File: src/rtl/assert_macros.svh
// ----------------------------------------------------------------------------
// Assertion macros
// Shared concurrent assertion forms, clocked on aclk, off during reset.
// ----------------------------------------------------------------------------
`ifndef ASSERT_MACROS_SVH
`define ASSERT_MACROS_SVH

// Condition holds at every clock edge.
`define KNRR_ASSERT(lbl, cond) \
    lbl: assert property (@(posedge aclk) disable iff (!aresetn) (cond)) \
        else $error("assertion failed");

// Antecedent implies consequent in the same cycle.
`define KNRR_ASSERT_IMP(lbl, ante, cons) \
    lbl: assert property (@(posedge aclk) disable iff (!aresetn) (ante) |-> (cons)) \
        else $error("assertion failed");

// Antecedent implies consequent in the following cycle.
`define KNRR_ASSERT_NXT(lbl, ante, cons) \
    lbl: assert property (@(posedge aclk) disable iff (!aresetn) (ante) |=> (cons)) \
        else $error("assertion failed");

`endif

File: src/rtl/knrr_pkg.sv
// ----------------------------------------------------------------------------
// knrr_pkg
// Types, constants and the rank factor table of the recency ranker.
// ----------------------------------------------------------------------------
`timescale 1ns / 1ps

package knrr_pkg;

    localparam int MAX_ENTRIES_DEF = 64;
    localparam int TABLE_SIZE      = 64;
    localparam int SSID_BITS       = 256;

    localparam logic [1:0] CMD_SEEN      = 2'd0;
    localparam logic [1:0] CMD_CONNECTED = 2'd1;
    localparam logic [1:0] CMD_RANK      = 2'd2;
    localparam logic [1:0] KIND_PSK      = 2'd2;

    typedef struct packed {
        logic [1:0]  command;
        logic [63:0] ssid_word0;
        logic [63:0] ssid_word1;
        logic [63:0] ssid_word2;
        logic [63:0] ssid_word3;
        logic [1:0]  security_type;
        logic [39:0] stored_seconds;
        logic [29:0] stored_nanos;
        logic        storage_ok;
    } in_t;

    typedef struct packed {
        logic        success;
        logic [16:0] rank_modifier;
        logic        evicted;
    } out_t;

    typedef struct packed {
        logic [SSID_BITS-1:0] ssid;
        logic [1:0]           kind;
        logic [39:0]          seconds;
        logic [29:0]          nanos;
    } entry_t;

    typedef enum logic [2:0] {
        ST_IDLE,
        ST_SCAN_RD,
        ST_SCAN_CMP,
        ST_MOVE_RD,
        ST_MOVE_WR,
        ST_WRITE,
        ST_DONE
    } state_t;

    // round(65536 / n^0.3), n = idx + 1
    function automatic logic [16:0] rank_factor(input logic [5:0] idx);
        logic [16:0] v;
        v = 17'd0;
        unique case (idx)
            6'd0:  v = 17'd65536; 6'd1:  v = 17'd53232; 6'd2:  v = 17'd47135;
            6'd3:  v = 17'd43238; 6'd4:  v = 17'd40438; 6'd5:  v = 17'd38286;
            6'd6:  v = 17'd36555; 6'd7:  v = 17'd35120; 6'd8:  v = 17'd33901;
            6'd9:  v = 17'd32846; 6'd10: v = 17'd31920; 6'd11: v = 17'd31098;
            6'd12: v = 17'd30360; 6'd13: v = 17'd29692; 6'd14: v = 17'd29084;
            6'd15: v = 17'd28526; 6'd16: v = 17'd28012; 6'd17: v = 17'd27536;
            6'd18: v = 17'd27093; 6'd19: v = 17'd26679; 6'd20: v = 17'd26291;
            6'd21: v = 17'd25927; 6'd22: v = 17'd25584; 6'd23: v = 17'd25259;
            6'd24: v = 17'd24952; 6'd25: v = 17'd24660; 6'd26: v = 17'd24382;
            6'd27: v = 17'd24118; 6'd28: v = 17'd23865; 6'd29: v = 17'd23623;
            6'd30: v = 17'd23392; 6'd31: v = 17'd23170; 6'd32: v = 17'd22958;
            6'd33: v = 17'd22753; 6'd34: v = 17'd22556; 6'd35: v = 17'd22366;
            6'd36: v = 17'd22183; 6'd37: v = 17'd22006; 6'd38: v = 17'd21835;
            6'd39: v = 17'd21670; 6'd40: v = 17'd21510; 6'd41: v = 17'd21355;
            6'd42: v = 17'd21205; 6'd43: v = 17'd21059; 6'd44: v = 17'd20918;
            6'd45: v = 17'd20780; 6'd46: v = 17'd20647; 6'd47: v = 17'd20517;
            6'd48: v = 17'd20390; 6'd49: v = 17'd20267; 6'd50: v = 17'd20147;
            6'd51: v = 17'd20030; 6'd52: v = 17'd19916; 6'd53: v = 17'd19804;
            6'd54: v = 17'd19696; 6'd55: v = 17'd19590; 6'd56: v = 17'd19486;
            6'd57: v = 17'd19384; 6'd58: v = 17'd19285; 6'd59: v = 17'd19188;
            6'd60: v = 17'd19093; 6'd61: v = 17'd19000; 6'd62: v = 17'd18909;
            6'd63: v = 17'd18820;
        endcase
        return v;
    endfunction

endpackage

File: src/rtl/knrr_trim.sv
// ----------------------------------------------------------------------------
// knrr_trim
// Cuts an SSID at its first zero byte; later bytes read as zero.
// ----------------------------------------------------------------------------
`timescale 1ns / 1ps

module knrr_trim
    import knrr_pkg::*;
(
    input  logic [SSID_BITS-1:0] raw,
    output logic [SSID_BITS-1:0] key
);

    localparam int NB = SSID_BITS / 8;

    logic [NB-1:0] zero_byte;

    always_comb begin
        for (int k = 0; k < NB; k++) begin
            zero_byte[k] = (raw[8*k +: 8] == 8'd0);
        end
        // byte k survives only when no zero byte sits at or before it
        for (int k = 0; k < NB; k++) begin
            key[8*k +: 8] = (|(zero_byte & ((NB'(1) << k) | ((NB'(1) << k) - NB'(1)))))
                            ? 8'd0 : raw[8*k +: 8];
        end
    end

endmodule

File: config.mk
export PLATFORM = sky130hd
export DESIGN_NAME = knrr_trim
export DESIGN_NICKNAME = d
export VERILOG_FILES = /design/src/rtl/assert_macros.svh /design/src/rtl/knrr_pkg.sv /design/src/rtl/knrr_trim.sv
export SDC_FILE = /design/constraint.sdc
export NUM_CORES = 1
export LEC_CHECK = 0
export BUFFER_PORTS_ARGS = -buffer_cell sky130_fd_sc_hd__buf_2
export CAP_MARGIN = 15
export CORE_AREA = 2 2 201 203
export DETAILED_ROUTE_END_ITERATION = 8
export DIE_AREA = 0 0 203 205
export SLEW_MARGIN = 25
export SYNTH_ARGS = -nofsm -noshare
export SYNTH_HDL_FRONTEND = slang
export SYNTH_SLANG_ARGS = --single-unit
File: constraint.sdc
create_clock -name vclk -period 2.9
set_clock_uncertainty 0.05 [all_clocks]
set_input_delay 0.435 -clock vclk [all_inputs]
set_output_delay 0.435 -clock vclk [all_outputs]
set_load 0.005 [all_outputs]
==> flow_results.xml <==
<?xml version="1.0" encoding="UTF-8"?>
<metrics>
  <group name="placement">
    <metric name="port-buffer-count" unit="">512</metric>
    <metric name="dp_hpwl" unit="mm">22.8</metric>
    <metric name="gp_congestion" unit="">0.946</metric>
    <metric name="preCtsSetupSlack" unit="ns">-0.0157</metric>
    <metric name="placed_area" unit="um^2">6330</metric>
  </group>
  <group name="die">
    <metric name="core-area" unit="um^2">39400</metric>
    <metric name="fp.dieArea" unit="um^2">41600</metric>
    <metric name="num_io_pins" unit="">512</metric>
    <metric name="initial_core_utilization" unit="">0.0811</metric>
    <metric name="fp.dieW" unit="um">203</metric>
    <metric name="row_count" unit="">73</metric>
    <metric name="die-height" unit="um">205</metric>
  </group>
  <group name="synth">
    <metric name="yosys_warnings" unit="">0</metric>
    <metric name="share_of_the_synthesized_area_in_the_top_cell_type" unit="">0.141</metric>
    <metric name="ys_types" unit="">26</metric>
    <metric name="ys_seq_area_frac" unit="">0</metric>
    <metric name="synthesis.instances" unit="">545</metric>
    <metric name="postSynthAreaPerCell" unit="um^2">5.86</metric>
    <metric name="syn_area" unit="um^2">3190</metric>
    <metric name="synth.largest_area_cell" unit="">sky130_fd_sc_hd__and2_1</metric>
    <metric name="synth_area_leaders" unit="">sky130_fd_sc_hd__and2_1 (14%), sky130_fd_sc_hd__nor3_2 (14%), sky130_fd_sc_hd__nor3_1 (12%), sky130_fd_sc_hd__and3_1 (11%), sky130_fd_sc_hd__nor4_1 (10%)</metric>
    <metric name="net_count_after_synthesis" unit="">801</metric>
  </group>
  <group name="power_and_ir_drop">
    <metric name="vdd.ir_drop.worst" unit="uV">46.1</metric>
    <metric name="p_leak" unit="nW">3.62</metric>
    <metric name="total_power" unit="mW">0.870</metric>
    <metric name="power-per-cell-area" unit="nW/um^2">137</metric>
  </group>
  <group name="finish">
    <metric name="layout.cells.most_common" unit="">sky130_fd_sc_hd__buf_2</metric>
    <metric name="seq_cell_count" unit="">0</metric>
    <metric name="mostFrequentLayoutCells" unit="">sky130_fd_sc_hd__buf_2 (512), sky130_fd_sc_hd__nor3_1 (78), sky130_fd_sc_hd__and2_1 (72)</metric>
    <metric name="relative_area_change_from_synthesis_to_final_layout" unit="%">98.9</metric>
    <metric name="final_core_util" unit="">0.161</metric>
    <metric name="final_layout_size_suffix_gt1_frac" unit="">0.570</metric>
    <metric name="num-clock-buffers" unit="">0</metric>
    <metric name="sequential_cell_area" unit="um^2">0</metric>
    <metric name="final.fill_count" unit="">4590</metric>
    <metric name="num-nets-final" unit="">1289</metric>
    <metric name="multi_input_area" unit="um^2">2630</metric>
    <metric name="post-route-cell-area" unit="um^2">6350</metric>
  </group>
  <group name="detailed_routing">
    <metric name="wirelength_met1" unit="mm">9.65</metric>
    <metric name="detail_route.drc_violations" unit="">0</metric>
    <metric name="drtPass1Iterations" unit="">4</metric>
    <metric name="average_via_count_per_standard_cell" unit="">3.86</metric>
    <metric name="detailroute.wirelength.met3" unit="mm">2.11</metric>
    <metric name="detailed_route_wl" unit="mm">25.5</metric>
    <metric name="vias" unit="">6020</metric>
    <metric name="top_signal_layer_used" unit="">met5</metric>
    <metric name="post_drt_wl_per_cell" unit="um">16.3</metric>
    <metric name="route.antenna.remaining_nets" unit="">0</metric>
    <metric name="met2WireLength" unit="mm">13.1</metric>
    <metric name="drtIter0Drc" unit="">409</metric>
  </group>
  <group name="worst_hold_path">
    <metric name="min-delay-path-class" unit="">in -&gt; out</metric>
  </group>
  <group name="sta">
    <metric name="timing.final.setup_violations" unit="">0</metric>
    <metric name="unrepaired_setup_endpoints_after_global_routing" unit="">false</metric>
    <metric name="worst_slew_margin_rel" unit="">0.550</metric>
    <metric name="hold_viol" unit="">0</metric>
    <metric name="worst-slew-pin-transition" unit="ns">0.671</metric>
    <metric name="finalWorstSetupSlack" unit="ns">0.156</metric>
    <metric name="fmaxAchievable" unit="GHz">0.364</metric>
    <metric name="finalCriticalPeriod" unit="ns">2.74</metric>
    <metric name="slew_viol_final" unit="">0</metric>
    <metric name="post-route-period-util" unit="">0.946</metric>
  </group>
  <group name="clock_network">
    <metric name="postCtsSetupRepairBufs" unit="">0</metric>
    <metric name="cts.hold.buffers_added" unit="">0</metric>
  </group>
  <group name="global_routing">
    <metric name="antenna_found_initial" unit="">8</metric>
    <metric name="first_global_vias" unit="">5577</metric>
    <metric name="global_route_wire_length_before_repair" unit="mm">34.3</metric>
    <metric name="gr-usage-all-layers" unit="">0.108</metric>
    <metric name="globalRoute.totalOverflow" unit="">0</metric>
    <metric name="grt_max_degree" unit="">48</metric>
  </group>
  <group name="critical_path">
    <metric name="critical_path.endpoint_type" unit="">primary output</metric>
    <metric name="timing.critical_path.fanout_max" unit="">16</metric>
    <metric name="worst_ep_required_time" unit="ns">2.41</metric>
    <metric name="setup.worst_path.start_class" unit="">input pin</metric>
    <metric name="worst_ep_arrival_time" unit="ns">2.26</metric>
    <metric name="crit_type" unit="">in -&gt; out</metric>
  </group>
  <group name="flow_run">
    <metric name="max_cap_violations" unit="">0</metric>
  </group>
  <group name="status">
    <metric name="run_status" unit="">completed</metric>
  </group>
</metrics>
==> cells by family after synthesis <==
group / count (synthesis) / synth area share
and+or+nand+nor: 426 / 0.813
buffers and inverters: 117 / 0.184
AOI/OAI and AO/OA: 2 / 0.00313
==> critical path: stages <==
cell	delay, ns
sky130_fd_sc_hd__buf_2	0.10
sky130_fd_sc_hd__nor4_1	0.06
sky130_fd_sc_hd__buf_4	0.13
sky130_fd_sc_hd__nand2_1	0.09
sky130_fd_sc_hd__nand4_1	0.31
sky130_fd_sc_hd__nor4_4	0.71
sky130_fd_sc_hd__and2_1	0.28
sky130_fd_sc_hd__buf_2	0.13
==> what timing repair did <==
| item | CTS | global route |
|---|---|---|
| endpoints found under the setup margin | 1 | 0 |
| gates resized for setup | 1 | 0 |
| endpoints found under the hold margin | 0 | 0 |
==> power by group <==
part	internal [mW]	total [mW]	leakage, nW	switching [mW]
sequential	0	0	0	0
combinational	0.440	0.870	3.62	0.430
clock	0.000000232	0.000000232	0.0000317	0
==> synthesized netlist by cell type <==
library cell	n
sky130_fd_sc_hd__a21oi_1	2
sky130_fd_sc_hd__and2_0	1
sky130_fd_sc_hd__and2_1	72
sky130_fd_sc_hd__and3_1	58
sky130_fd_sc_hd__and4_1	4
sky130_fd_sc_hd__and4b_1	2
sky130_fd_sc_hd__buf_12	1
sky130_fd_sc_hd__buf_2	6
sky130_fd_sc_hd__buf_4	7
sky130_fd_sc_hd__buf_6	10
sky130_fd_sc_hd__buf_8	2
sky130_fd_sc_hd__clkbuf_1	27
sky130_fd_sc_hd__inv_1	64
sky130_fd_sc_hd__nand2_1	69
sky130_fd_sc_hd__nand2b_1	1
sky130_fd_sc_hd__nand3_1	17
sky130_fd_sc_hd__nand4_1	4
sky130_fd_sc_hd__nand4_4	1
sky130_fd_sc_hd__nand4b_2	1
sky130_fd_sc_hd__nand4bb_1	1
sky130_fd_sc_hd__nor2_1	7
sky130_fd_sc_hd__nor3_1	78
sky130_fd_sc_hd__nor3_2	44
sky130_fd_sc_hd__nor4_1	53
sky130_fd_sc_hd__nor4_4	1
sky130_fd_sc_hd__or4_1	12
==> through the flow <==
stage	hold slack [ns]	instances	TNS (ns)
after floorplan	0.897	545	0
after global placement	1.00	1556	-12.67
after detailed placement	1.00	1556	-0.0157
after CTS	1.00	1556	0
after global routing	1.02	1561	0
final	1.01	1561	0
==> worst paths after layout <==
check  cells after the start  slack (ns)    start  endpoint
max                        8        0.16  raw[39]  key[106]
min                        2        1.01   raw[0]    key[0]
==> area by class of cell <==
type | count | share of cell area
diodes | 5 | 0.00197
repair buffers | 539 | 0.443
inverters | 64 | 0.0378
multi-input cells | 428 | 0.414
well taps | 525 | 0.103
==> per-layer routing <==
layer	track usage	vias up
met2	0.207	357
met4	0.0305	2
met1	0.123	2744
li1	-	2886
met3	0.0175	31
met5	0	-
Power figures use the tool's default switching activity.
